[config.mk]
export PLATFORM = sky130hd
export DESIGN_NAME = square_noise_sound_generator_unit
export DESIGN_NICKNAME = d
export VERILOG_FILES = /design/src/rtl/snd_pkg.sv /design/src/rtl/snd_front.sv /design/src/rtl/snd_back.sv /design/src/rtl/square_noise_sound_generator_unit.sv
export SDC_FILE = /design/constraint.sdc
export NUM_CORES = 1
export LEC_CHECK = 0
export ABC_AREA = 1
export BUFFER_PORTS_ARGS = -buffer_cell sky130_fd_sc_hd__buf_2
export CAP_MARGIN = 20
export CORE_MARGIN = 1.5
export CORE_UTILIZATION = 45
export CTS_CLUSTER_SIZE = 24
export DETAILED_ROUTE_END_ITERATION = 16
export GPL_ROUTABILITY_DRIVEN = 0
export HOLD_SLACK_MARGIN = 0.08
export SYNTH_ARGS = -nofsm -noshare
export SYNTH_HDL_FRONTEND = slang
export SYNTH_SLANG_ARGS = --single-unit
[constraint.sdc]
create_clock -name clk -period 4 [get_ports clk]
set_input_delay 0.2 -clock clk [delete_from_list [all_inputs] [get_ports clk]]
set_output_delay 0.2 -clock clk [all_outputs]
set_load 0.1 [all_outputs]
[src/rtl/snd_pkg.sv]
// Types, constants and helper functions of the sound generator
package snd_pkg;

  localparam int StepW  = 20;
  localparam int PerW   = 10;
  localparam int FracW  = 10;
  localparam int DivW   = 11;
  localparam int AmpW   = 13;
  localparam int MixW   = 16;
  localparam int OutW   = 17;
  localparam int LfsrW  = 16;
  localparam int NoiseSteps = 8;
  localparam int QDepth = 2;

  localparam logic [2:0] SEL_NOISE_MODE = 3'd6;
  localparam logic [2:0] SEL_NOISE_ATT  = 3'd7;
  localparam logic [2:0] SEL_TONE0_PER  = 3'd0;
  localparam logic [2:0] SEL_TONE1_PER  = 3'd2;
  localparam logic [2:0] SEL_TONE2_PER  = 3'd4;
  localparam logic [1:0] NOISE_CH       = 2'd3;
  localparam logic [1:0] NOISE_TONE_SRC = 2'd3;
  localparam logic [LfsrW-1:0] LFSR_SEED = 16'h8000;
  localparam logic [3:0] ATT_SILENT     = 4'hF;
  localparam logic [DivW-1:0] FULL_PERIOD = 11'd1024;
  localparam logic [DivW-1:0] NOISE_BASE  = 11'd16;

  typedef enum logic [1:0] {
    K_LATCH,
    K_DATA,
    K_SAMPLE
  } kind_t;

  typedef enum logic [2:0] {
    S_IDLE,
    S_LOAD,
    S_DIV,
    S_NOISE,
    S_NAMP,
    S_DONE
  } state_t;

  typedef struct packed {
    logic                   opcode;
    logic [7:0]             data_byte;
    logic signed [MixW-1:0] mix_in;
    logic                   block_end;
  } in_word_t;

  typedef struct packed {
    logic signed [OutW-1:0] mix_out;
    logic                   block_end_out;
  } out_word_t;

  typedef struct packed {
    kind_t                  kind;
    logic [7:0]             data_byte;
    logic signed [MixW-1:0] mix_in;
    logic                   block_end;
  } cmd_t;

  // head of the command queue as seen by the engine
  typedef struct packed {
    logic valid;
    cmd_t cmd;
  } head_t;

  // 2 dB step amplitude table, last entry silent
  function automatic logic [AmpW-2:0] amp_rom(input logic [3:0] att);
    logic [AmpW-2:0] a;
    unique case (att)
      4'd0:  a = 12'd4000;
      4'd1:  a = 12'd3177;
      4'd2:  a = 12'd2524;
      4'd3:  a = 12'd2005;
      4'd4:  a = 12'd1592;
      4'd5:  a = 12'd1265;
      4'd6:  a = 12'd1005;
      4'd7:  a = 12'd798;
      4'd8:  a = 12'd634;
      4'd9:  a = 12'd504;
      4'd10: a = 12'd400;
      4'd11: a = 12'd318;
      4'd12: a = 12'd252;
      4'd13: a = 12'd200;
      4'd14: a = 12'd159;
      default: a = 12'd0;
    endcase
    return a;
  endfunction

  function automatic logic signed [AmpW-1:0] signed_amp(input logic neg,
                                                         input logic [3:0] att);
    logic signed [AmpW-1:0] a;
    a = signed'({1'b0, amp_rom(att)});
    return neg ? -a : a;
  endfunction

  // period of zero means the full 1024
  function automatic logic [DivW-1:0] whole_period(input logic [PerW-1:0] p);
    return (p == '0) ? FULL_PERIOD : {1'b0, p};
  endfunction

  // one shift of the noise register, tap selects the white-noise feedback
  function automatic logic [LfsrW-1:0] lfsr_step(input logic [LfsrW-1:0] s,
                                                 input logic tap);
    logic fb;
    fb = tap ? (s[0] ^ s[3]) : s[0];
    return {fb, s[LfsrW-1:1]};
  endfunction

endpackage

[src/rtl/snd_front.sv]
// Front end: classifies incoming words and queues them for the engine
module snd_front
  import snd_pkg::*;
(
  input  logic     clk,
  input  logic     rst_n,
  input  logic     push,
  input  in_word_t in_word,
  output logic     full,
  input  logic     pop_head,
  output head_t    head
);

  localparam int PtrW = $clog2(QDepth);
  localparam int CntW = $clog2(QDepth + 1);

  cmd_t            q_r [QDepth];
  logic [PtrW-1:0] wr_ptr_r, wr_ptr_nxt;
  logic [PtrW-1:0] rd_ptr_r, rd_ptr_nxt;
  logic [CntW-1:0] cnt_r, cnt_nxt;
  logic            do_push, do_pop;
  cmd_t            cmd;

  // classify the word
  always_comb begin
    cmd.data_byte = in_word.data_byte;
    cmd.mix_in    = in_word.mix_in;
    cmd.block_end = in_word.block_end;
    if (in_word.opcode) begin
      cmd.kind = K_SAMPLE;
    end else if (in_word.data_byte[7]) begin
      cmd.kind = K_LATCH;
    end else begin
      cmd.kind = K_DATA;
    end
  end

  assign full    = (cnt_r == CntW'(QDepth));
  assign do_push = push && !full;
  assign do_pop  = pop_head && (cnt_r != '0);

  assign head.valid = (cnt_r != '0);
  assign head.cmd   = q_r[rd_ptr_r];

  // pointer and fill count
  always_comb begin
    wr_ptr_nxt = wr_ptr_r;
    rd_ptr_nxt = rd_ptr_r;
    cnt_nxt    = cnt_r;
    if (do_push) begin
      wr_ptr_nxt = (wr_ptr_r == PtrW'(QDepth - 1)) ? '0 : wr_ptr_r + 1'b1;
    end
    if (do_pop) begin
      rd_ptr_nxt = (rd_ptr_r == PtrW'(QDepth - 1)) ? '0 : rd_ptr_r + 1'b1;
    end
    if (do_push && !do_pop) begin
      cnt_nxt = cnt_r + 1'b1;
    end else if (!do_push && do_pop) begin
      cnt_nxt = cnt_r - 1'b1;
    end
  end

  always_ff @(posedge clk) begin
    if (!rst_n) begin
      wr_ptr_r <= '0;
      rd_ptr_r <= '0;
      cnt_r    <= '0;
    end else begin
      wr_ptr_r <= wr_ptr_nxt;
      rd_ptr_r <= rd_ptr_nxt;
      cnt_r    <= cnt_nxt;
    end
  end

  // queue storage
  always_ff @(posedge clk) begin
    if (do_push) begin
      q_r[wr_ptr_r] <= cmd;
    end
  end

endmodule

[src/rtl/snd_back.sv]
// Engine: register writes, channel counters via a shared divider, noise, mix
module snd_back
  import snd_pkg::*;
(
  input  logic              clk,
  input  logic              rst_n,
  input  head_t             head,
  output logic              pop_head,
  input  logic              cfg_valid,
  input  logic [StepW-1:0]  cfg_data,
  output logic              empty,
  input  logic              pop,
  output out_word_t         out_word
);

  localparam int CntW = PerW + FracW;

  state_t                 state_r, state_nxt;
  logic [StepW-1:0]       step_r, step_nxt;
  logic [PerW-1:0]        tp_r [3];
  logic [PerW-1:0]        tp_nxt [3];
  logic [CntW-1:0]        tc_r [3];
  logic [CntW-1:0]        tc_nxt [3];
  logic [2:0]             ts_r, ts_nxt;
  logic [3:0]             att_r [4];
  logic [3:0]             att_nxt [4];
  logic [2:0]             nmode_r, nmode_nxt;
  logic [2:0]             lsel_r, lsel_nxt;
  logic [CntW-1:0]        ncnt_r, ncnt_nxt;
  logic [LfsrW-1:0]       lfsr_r, lfsr_nxt;
  logic                   nsign_r, nsign_nxt;
  logic [1:0]             ch_r, ch_nxt;
  logic [DivW-1:0]        dvd_r, dvd_nxt;
  logic [PerW-1:0]        rem_r, rem_nxt;
  logic [DivW-1:0]        quo_r, quo_nxt;
  logic [FracW-1:0]       frac_r, frac_nxt;
  logic [3:0]             bit_r, bit_nxt;
  logic [DivW-1:0]        per_r, per_nxt;
  logic signed [OutW-1:0] acc_r, acc_nxt;
  logic                   be_r, be_nxt;
  logic [DivW-1:0]        nleft_r, nleft_nxt;
  logic                   outv_r, outv_nxt;
  out_word_t              outw_r, outw_nxt;

  logic [1:0]             tidx;
  logic [CntW:0]          csum;
  logic [DivW-1:0]        trial;
  logic                   ge;
  logic                   sgn;
  logic [3:0]             nstep;
  logic [LfsrW-1:0]       chain [NoiseSteps+1];
  logic [2:0]             sel;

  assign empty    = !outv_r;
  assign out_word = outw_r;
  assign tidx     = (ch_r == NOISE_CH) ? 2'd0 : ch_r;
  assign sel      = head.cmd.data_byte[6:4];

  // noise register steps for this cycle
  always_comb begin
    nstep = (nleft_r >= DivW'(NoiseSteps)) ? 4'(NoiseSteps) : nleft_r[3:0];
    chain[0] = lfsr_r;
    for (int i = 0; i < NoiseSteps; i++) begin
      chain[i+1] = lfsr_step(chain[i], nmode_r[2]);
    end
  end

  // next state
  always_comb begin
    state_nxt = state_r;
    unique case (state_r)
      S_IDLE: begin
        if (head.valid && head.cmd.kind == K_SAMPLE && step_r != '0) begin
          state_nxt = S_LOAD;
        end
      end
      S_LOAD: state_nxt = S_DIV;
      S_DIV: begin
        if (bit_r == '0) begin
          state_nxt = (ch_r == NOISE_CH) ? S_NOISE : S_LOAD;
        end
      end
      S_NOISE: begin
        if (nleft_r == '0) begin
          state_nxt = S_NAMP;
        end
      end
      S_NAMP: state_nxt = S_DONE;
      S_DONE: begin
        if (!outv_r) begin
          state_nxt = S_IDLE;
        end
      end
      default: state_nxt = S_IDLE;
    endcase
  end

  // queue pop
  always_comb begin
    pop_head = 1'b0;
    if (state_r == S_IDLE && head.valid) begin
      if (head.cmd.kind == K_SAMPLE && step_r == '0) begin
        pop_head = !outv_r;
      end else begin
        pop_head = 1'b1;
      end
    end
  end

  // datapath
  always_comb begin
    step_nxt  = step_r;
    tp_nxt    = tp_r;
    tc_nxt    = tc_r;
    ts_nxt    = ts_r;
    att_nxt   = att_r;
    nmode_nxt = nmode_r;
    lsel_nxt  = lsel_r;
    ncnt_nxt  = ncnt_r;
    lfsr_nxt  = lfsr_r;
    nsign_nxt = nsign_r;
    ch_nxt    = ch_r;
    dvd_nxt   = dvd_r;
    rem_nxt   = rem_r;
    quo_nxt   = quo_r;
    frac_nxt  = frac_r;
    bit_nxt   = bit_r;
    per_nxt   = per_r;
    acc_nxt   = acc_r;
    be_nxt    = be_r;
    nleft_nxt = nleft_r;
    outv_nxt  = outv_r;
    outw_nxt  = outw_r;
    csum      = '0;
    trial     = {rem_r, dvd_r[DivW-1]};
    ge        = (trial >= per_r);
    sgn       = 1'b0;

    if (cfg_valid) begin
      step_nxt = cfg_data;
    end
    if (pop && outv_r) begin
      outv_nxt = 1'b0;
    end

    unique case (state_r)
      S_IDLE: begin
        if (head.valid) begin
          unique case (head.cmd.kind)
            K_LATCH: begin
              lsel_nxt = sel;
              if (sel == SEL_NOISE_MODE) begin
                nmode_nxt = head.cmd.data_byte[2:0];
                lfsr_nxt  = LFSR_SEED;
              end else if (sel == SEL_NOISE_ATT) begin
                att_nxt[3] = head.cmd.data_byte[3:0];
              end else if (sel[0]) begin
                att_nxt[sel[2:1]] = head.cmd.data_byte[3:0];
              end else begin
                tp_nxt[sel[2:1]] = {tp_r[sel[2:1]][PerW-1:4], head.cmd.data_byte[3:0]};
              end
            end
            K_DATA: begin
              if (lsel_r == SEL_TONE0_PER || lsel_r == SEL_TONE1_PER ||
                  lsel_r == SEL_TONE2_PER) begin
                tp_nxt[lsel_r[2:1]] = {head.cmd.data_byte[5:0], tp_r[lsel_r[2:1]][3:0]};
              end
            end
            K_SAMPLE: begin
              if (step_r == '0) begin
                if (!outv_r) begin
                  outw_nxt.mix_out       = OutW'(head.cmd.mix_in);
                  outw_nxt.block_end_out = head.cmd.block_end;
                  outv_nxt               = 1'b1;
                end
              end else begin
                acc_nxt = OutW'(head.cmd.mix_in);
                be_nxt  = head.cmd.block_end;
                ch_nxt  = '0;
              end
            end
            default: ;
          endcase
        end
      end

      // counter plus step, set up the divider
      S_LOAD: begin
        if (ch_r == NOISE_CH) begin
          csum = {1'b0, ncnt_r} + {1'b0, step_r};
          per_nxt = (nmode_r[1:0] == NOISE_TONE_SRC) ? whole_period(tp_r[2])
                                                     : (NOISE_BASE << nmode_r[1:0]);
        end else begin
          csum = {1'b0, tc_r[tidx]} + {1'b0, step_r};
          per_nxt = whole_period(tp_r[tidx]);
        end
        dvd_nxt  = csum[CntW:FracW];
        frac_nxt = csum[FracW-1:0];
        rem_nxt  = '0;
        quo_nxt  = '0;
        bit_nxt  = 4'(DivW - 1);
      end

      // one restoring divide step per cycle: wraps and new counter
      S_DIV: begin
        rem_nxt = ge ? PerW'(trial - per_r) : trial[PerW-1:0];
        quo_nxt = {quo_r[DivW-2:0], ge};
        dvd_nxt = {dvd_r[DivW-2:0], 1'b0};
        bit_nxt = bit_r - 1'b1;
        if (bit_r == '0) begin
          if (ch_r == NOISE_CH) begin
            ncnt_nxt  = {rem_nxt, frac_r};
            nleft_nxt = quo_nxt;
          end else begin
            tc_nxt[tidx] = {rem_nxt, frac_r};
            sgn          = ts_r[tidx] ^ quo_nxt[0];
            ts_nxt[tidx] = sgn;
            acc_nxt      = acc_r + OutW'(signed_amp(sgn, att_r[tidx]));
            ch_nxt       = ch_r + 1'b1;
          end
        end
      end

      // up to eight noise shifts per cycle
      S_NOISE: begin
        if (nleft_r != '0) begin
          lfsr_nxt  = chain[nstep];
          nsign_nxt = !chain[nstep][0];
          nleft_nxt = nleft_r - DivW'(nstep);
        end
      end

      S_NAMP: begin
        acc_nxt = acc_r + OutW'(signed_amp(nsign_r, att_r[3]));
      end

      S_DONE: begin
        if (!outv_r) begin
          outw_nxt.mix_out       = acc_r;
          outw_nxt.block_end_out = be_r;
          outv_nxt               = 1'b1;
        end
      end

      default: ;
    endcase
  end

  // control and channel state
  always_ff @(posedge clk) begin
    if (!rst_n) begin
      state_r <= S_IDLE;
      step_r  <= '0;
      for (int i = 0; i < 3; i++) begin
        tp_r[i] <= '0;
        tc_r[i] <= '0;
      end
      ts_r <= '0;
      for (int i = 0; i < 4; i++) begin
        att_r[i] <= ATT_SILENT;
      end
      nmode_r <= '0;
      lsel_r  <= '0;
      ncnt_r  <= '0;
      lfsr_r  <= LFSR_SEED;
      nsign_r <= 1'b0;
      ch_r    <= '0;
      bit_r   <= '0;
      nleft_r <= '0;
      outv_r  <= 1'b0;
    end else begin
      state_r <= state_nxt;
      step_r  <= step_nxt;
      tp_r    <= tp_nxt;
      tc_r    <= tc_nxt;
      ts_r    <= ts_nxt;
      att_r   <= att_nxt;
      nmode_r <= nmode_nxt;
      lsel_r  <= lsel_nxt;
      ncnt_r  <= ncnt_nxt;
      lfsr_r  <= lfsr_nxt;
      nsign_r <= nsign_nxt;
      ch_r    <= ch_nxt;
      bit_r   <= bit_nxt;
      nleft_r <= nleft_nxt;
      outv_r  <= outv_nxt;
    end
  end

  // working payload
  always_ff @(posedge clk) begin
    dvd_r  <= dvd_nxt;
    rem_r  <= rem_nxt;
    quo_r  <= quo_nxt;
    frac_r <= frac_nxt;
    per_r  <= per_nxt;
    acc_r  <= acc_nxt;
    be_r   <= be_nxt;
    outw_r <= outw_nxt;
  end

endmodule

[src/rtl/square_noise_sound_generator_unit.sv]
// Top level of the three-tone, one-noise sound generator
//
// Input side is a queue: a word is taken when push is high and full is low.
// opcode 0 words carry a control byte (latch/data writes), opcode 1 words
// ask for one sample: mix_in plus the four channel amplitudes.
// Result side is a queue too: while empty is low the oldest sample sits on
// out_word and leaves when pop is high. Control writes give no result.
// cfg_data (resample step, 10 fraction bits) is written on cfg_valid and the
// port is always ready; the user writes it only while the block is idle, the
// block itself does not enforce this. A two-word command queue sits before
// the engine, so words keep coming while a result waits.
// A sample runs the shared 11-step divider once per channel, then the
// 8-shifts-per-cycle noise unit for the noise shifts due, then adds the
// noise amplitude. A zero step returns mix_in unchanged, registered,
// once the result side is free.
// Reset clears all channels: silent, periods zero, noise seed 0x8000.
// If pop stays low the result holds and the engine waits once it has the
// next sample ready; the queue then fills and full goes high.
module square_noise_sound_generator_unit
  import snd_pkg::*;
(
  input  logic             clk,
  input  logic             rst_n,
  input  logic             push,
  output logic             full,
  input  in_word_t         in_word,
  output logic             empty,
  input  logic             pop,
  output out_word_t        out_word,
  input  logic             cfg_valid,
  output logic             cfg_ready,
  input  logic [StepW-1:0] cfg_data
);

  head_t head;
  logic  pop_head;

  assign cfg_ready = 1'b1;

  snd_front u_front (
    .clk      (clk),
    .rst_n    (rst_n),
    .push     (push),
    .in_word  (in_word),
    .full     (full),
    .pop_head (pop_head),
    .head     (head)
  );

  snd_back u_back (
    .clk       (clk),
    .rst_n     (rst_n),
    .head      (head),
    .pop_head  (pop_head),
    .cfg_valid (cfg_valid),
    .cfg_data  (cfg_data),
    .empty     (empty),
    .pop       (pop),
    .out_word  (out_word)
  );

endmodule

======== Word-level counts from Yosys, hierarchy flattened ========
Memory sizes are Yosys's and may differ from the RTL's. A register that Yosys moved wholly into a read port is not among the register bits.
Index checks and enable logic that the tools add are counted.
storage, ports and cells
  register bits after elaboration ......... 285
  memory bits (writable) .................. 54
  memory bits (read-only) ................. 384
  bits of input ports ..................... 51
  output and inout port bits .............. 21
  memories ................................ 3
cells by class
  add/sub/neg operators ................... 14
  magnitude comparators ................... 11
  equal/unequal tests ..................... 32
  shift-type cells ........................ 1
  multiplexer cells ....................... 121
  bitwise gates (word level) .............. 17
  reduce and logical (&&, ||, !) cells .... 55
memories
  name             words  bits a word  rd ports  clocked after Yosys merged registers in  wr ports  RTL line         RTL
  (no name shown)  16     12           1         0                                        0         snd_pkg.sv:70    unique case (att)
  (no name shown)  16     12           1         1                                        0         snd_pkg.sv:70
  u_front.q_r      2      27           1         1                                        1         snd_front.sv:17  cmd_t q_r [QDepth];
operator list
  cell              count
  $mux W30          4
  $mux W16          6
  $mux W18          5
  $mux W17          5
  $mux W11          7
  $mux W10          7
  $bmux W16 S4      1
  $bmux W10 S2      3
  $bwmux W30        2
  $bwmux W60        1
  $mux W20          3
  $pmux W30 S2      1
  $pmux W17 S3      1
  $mux W12          4
  $pmux W11 S2      2
  $add A20 B20 Y21  2
  $bmux W20 S2      1
  $demux W10 S2     2
  $demux W20 S2     1
  $mux W4           10
  $pmux W10 S2      2
  $pmux W18 S2      1
  $add A17 B13 Y17  2
  $pmux W16 S2      1
  60 further kinds  177

======== Longest topological paths before layout ========
An unclocked memory read counts as a cell.
  word-level depth ........................ 16
  depth in mapped cells ................... 32

======== Hierarchy ========
A second synthesis with hierarchy kept.
unflattened totals
  cell total of the unflattened synthesis .. 2,465
  area, all modules ....................... 19,481.2 um2
modules (own cells, without submodules)
  module                             times used  cells an instance  area an instance (um2)  sequential area each (um2)
  snd_back                           1           2,341              17,169.0                6,746.5
  snd_front                          1           122                2,301.0                 1,721.7
  square_noise_sound_generator_unit  1           2                  11.3                    0.0

======== Worst setup path before layout ========
Ideal clock, no wire load.
  path type ............................... register to register
  start point ............................. register u_back.ch_r[1]
  end point ............................... register u_back.acc_r[14], data pin
  arrival time ............................ 3,931 ps
  data required time ...................... 3,739 ps
  setup slack ............................. -191 ps
  cell stages (with the launch flop) ...... 31
  period minus slack after synthesis ...... 4,191 ps
  cell sequence ........................... dfxtp_1 inv_1 ha_1 buf_4 inv_2 buf_4 nand2_1 nand3_1 nand2_2 ha_1 inv_1 nand3_1 nand2_1 o21ai_1 ha_1 nand2_1 nor2_2 nand2_1 nand2_1 o21ai_0 a21oi_1 nor2_1 ha_1 nand2_1 o21ai_0 a21oi_1 o21bai_1 a21oi_1 xor2_1 nand2_1 o21ai_0
between the ends
  cells in the longest elaborated chain, start to end .. 16
  elaborated cells between the ends (all ways) .. 19
RTL lines
  item                                        RTL line         RTL
  from (decl)                                 snd_back.sv:32   logic [1:0] ch_r, ch_nxt;
  from (signal assigned)                      snd_back.sv:283  ch_r <= ch_nxt;
  $eq A2 B2 Y1                                snd_back.sv:56   assign tidx = (ch_r == NOISE_CH) ? 2'd0 : ch_r;
  $mux W2 *                                   snd_back.sv:56
  $not A2 Y3 (implied by the code)            snd_back.sv:218  acc_nxt = acc_r + OutW'(signed_amp(sgn, att_r[tidx]));
  $bmux W4 S2                                 snd_back.sv:218
  $mux W4 (implied by the code) (2 in a row)  snd_back.sv:218
  $mem_v2 Z16 W12                             --
  $mux W12                                    snd_back.sv:211  if (ch_r == NOISE_CH) begin
  $mux W12                                    snd_back.sv:210  if (bit_r == '0) begin
  $mux W12                                    snd_back.sv:146  unique case (state_r)
  $neg A12 Y13                                snd_pkg.sv:95    return neg ? -a : a;
  $mux W13 *                                  snd_pkg.sv:95
  $add A17 B13 Y17 *                          snd_back.sv:218
  $mux W17 *                                  snd_back.sv:211
  $mux W17 *                                  snd_back.sv:210
  $pmux W17 S3 *                              snd_back.sv:146
  named net u_back.acc_nxt[14]                snd_back.sv:39   logic signed [OutW-1:0] acc_r, acc_nxt;
  to (signal assigned)                        snd_back.sv:297  acc_r <= acc_nxt;
  to (decl)                                   snd_back.sv:39
Mark *: on every way through the listed nets, which the timed path passes. The rest lies on a longest branch. The select of a mux whose other input is x is not followed.
A chain may end at the register's enable or synchronous reset.

======== Worst setup path after layout ========
Same ends and word-level chain as after synthesis.

==> results by group <==
Run status
  – Status: finished, final reports clean

Clocking
  – Clk_lat worst skew: 0.57 ns
  – Clk sinks: between 300 and 400
  – Worst-case clock buffer depth: 3
  – TritonCTS Buffers: slightly above 40
  – Root buf cell: clkbuf_16
  – CTS H-Tree Depth: 2
  – TritonCTS clock tree: done
  – Clk slew on worst S/H paths: around 0.06 ns

Die
  – Initial Util: 45.8%
  – Die height: around 210 um
  – Core ar.: 42000 um2
  – Num ports: between 70 and 80
  – Die width: 210 um
  – Rows: 75
  – Die footprint: 44000 um2

Run
  – Max-cap violations: 0

Final layout
  – Cell Count, Final, Fillers Out: roughly 3200
  – Final instance area: 22900 um2
  – Antenna Cells: 0
  – P&R area growth vs syn: 18.9%
  – Share of layout cells above drive strength 1: 14.6%
  – Post-layout util: roughly 54%
  – Most common cell after layout, fill and taps aside: nand2_1
  – NumNets Final: about 2800
  – Most frequent cells in the layout: 465 x nand2_1, 261 x inv_1, 253 x nor2_1, 245 x o21ai_0, 227 x a21oi_1

Critical path
  – Most used cell, CP: nand2_1
  – Worst R2R Path Depth: 27
  – CP arrival: around 4.3 ns
  – CP Depth: 27
  – Crit path capture type: register
  – Critical Path Max Stage Delay: ~0.35 ns
  – Slowest cell on crit path: dfxtp_4
  – CP Max Fanout: 6
  – Setup Crit Path Kind: register to register
  – Family with the most delay on the worst path: compound AO/OA/AOI/OAI gates
  – Critical path required time: around 4.3 ns
  – CP Launch Type: register
  – Crit path buf inv count: 4

Place
  – Dpl cell area: ~21000 um2
  – Port bufs: 70
  – Detailed Place HPWL: ~38000 um
  – Placed insts: just over 3000

Power and ir drop
  – Logic gate share of total power: between 50 and 60%
  – Pleak: 0.00966 uW
  – VDD IR max: a little under 0.6 mV
  – Tot Pwr: between 15000 and 20000 uW
  – Internal: around 11000 uW
  – Pwr Density: ~860 nW/um2
  – NetSw: a little under 9000 uW
  – Sw frac: a little over two fifths
  – Sequential share of power: 25.9%
  – Clock power share: between 15 and 20%

Timing
  – Final worst-path cycle share: a little over nine tenths
  – Final setup violation count: 0
  – Max Fclk: roughly 0.25 GHz
  – Relative slew slack: 29.8%
  – Max-slew violations: 0
  – Hold Fails Final Rpt: 0
  – Worst-Margin Slew: about 1.1 ns
  – Clock skew: between 0.02 and 0.025 ns
  – RSZ-0062 raised after global routing: true
  – Fin crit period: just under 4 ns

Detailed routing
  – Via count: 17800
  – Mean number of vias per cell: roughly 5.5
  – WL final: around 55000 um
  – Post-route ant nets: 0
  – Pre-Repair DR Iteration Count: 6
  – Drc violations: 0
  – Initial detailed-routing violation count: approximately 1400
  – Wire per inst: 16.8 um

GRT
  – Gr usage total: between 20% and 30%
  – First-pass GRT wire length: ~87000 um
  – Vias in the first global route: approximately 17000
  – Largest net degree at the start of global routing: 103
  – GR Overflow Total: 0
  – Initial antenna violation count: 0

Hold path
  – Min-Delay Path Depth: 3
  – Path category of the worst min-delay check: primary input to register

Synthesis
  – Syn. warnings: 0
  – Asr flop ratio synth: 0%
  – Post-synthesis cell type count: 64
  – Register area share after synthesis: about 44%
  – Syn Std Cell Area: around 19000 um2
  – Cells after synthesis: roughly 2500
  – Top_reg_cell synth: dfxtp_1
  – Syn Area/Cell: approximately 7.7 um2
  – Post-synthesis register bit count: 350
  – Number of synthesized flops with an enable pin: 140
-- power groups by stage --
stage | combinational (uW) | clock [uW] | sequential, uW
global route | 12200 | 3820 | 5180
CTS | 10300 | 3690 | 5110
finish | 11000 | 3630 | 5110
floorplan | 6630 | 0 | 5250
detailed placement | 9960 | 0 | 5170
global placement | 9780 | 0 | 5150
-- state kept, by name (all words and copies together) (netlist names), 11 cells and up, named ones only --
name / cells
u_back.att_r: 16
u_back.acc_r: 17
u_back.tc_r: 60
u_back.dvd_r: 11
u_back.ncnt_r: 20
u_back.step_r: 20
u_back.tp_r: 30
u_back.per_r: 11
u_back.out_word: 18
u_back.nleft_r: 11
u_front.q_r: 52
u_back.lfsr_r: 16
-- Yosys cell counts, drive strengths merged, types with 7 or more instances --
cell type  number  share of area [%]
a211oi          7               0.27
a21o            9               0.35
a21oi         240                6.3
a31oi          77                2.5
buf            40                1.2
clkbuf         74                1.4
dfxtp         210                 22
edfxtp        140                 22
ha             72                4.7
inv           289                5.7
nand2         491                9.8
nand3          88                2.5
nand4          12               0.39
nor2          273                5.6
nor3           27               0.81
nor4            7               0.23
o211ai         31                1.2
o21ai         287                7.7
o21bai          7               0.27
o221ai          8               0.36
o22ai          20               0.65
or2            15               0.50
xnor2          13               0.63
xor2           29                1.3
-- final timing paths --
kind              slack [ns]               end       startpoint
setup / recovery        0.05  u_back.acc_r[14]   u_back.ch_r[1]
hold / removal          0.13  u_back.step_r[3]        cfg_valid
setup reg to reg        0.05  u_back.acc_r[14]   u_back.ch_r[1]
hold reg to reg         0.45   u_back.tc_r[49]  u_back.tc_r[49]
-- cell families after synthesis --
group                      Yosys count  share of synthesized area (%)
adders and majority gates           75                           4.99
and+or+nand+nor                    917                           19.9
DFF                                350                           43.7
xor gates and xnor gates            42                           1.95
AOI/OAI and AO/OA                  712                           20.8
other                                1                         0.0195
buffers and inverters              409                           8.42
muxes                                4                          0.208
-- tightest hold or removal path: stages --
cell	delay, ns
buf_2	0.20
o21ai_0	0.19
nor2_1	0.05
-- stage by stage --
step,hold slack [ns],TNS [ns],setup slack (ns)
5_1_grt,0.148,-1.39,-0.224
6_report,0.127,0,0.0481
3_5_place_dp,0.392,-0.830,-0.148
4_1_cts,0.0950,0,0.000671
2_1_floorplan,0.299,-0.0551,-0.0401
3_3_place_gp,0.387,-0.0219,-0.0219
-- cell type report --
| type | count | area [um2] |
|---|---|---|
| clock buffer | 66 | 1230 |
| clock inverter | 9 | 57.6 |
| fill | 3982 | 19200 |
| inverter | 295 | 1130 |
| multi-input combinational | 1752 | 9620 |
| sequential | 350 | 8420 |
| tap | 539 | 674 |
| timing repair buffer | 232 | 1750 |
-- per-layer routing --
| metal | part of all wire (%) | track usage, % | wire [um] | vias to the layer above |
|---|---|---|---|---|
| met1 | 46 | 33.2 | 25100 | 8435 |
| met4 | 2.2 | 7.24 | 1210 | 0 |
| met5 | 0 | 0 | 0 | - |
| li1 | - | - | - | 8813 |
| met2 | 47 | 41.1 | 25800 | 461 |
| met3 | 4.6 | 2.93 | 2520 | 88 |
-- repair_timing --
action | CTS | global route
buffers inserted | 5 | 6
endpoints found under the setup margin | 9 | 13
gates resized for setup | 31 | 76
pin swaps | 12 | 28
hold buffers | 50 | 0
endpoints found under the hold margin | 86 | 0
(Power assumes the default switching activity.)
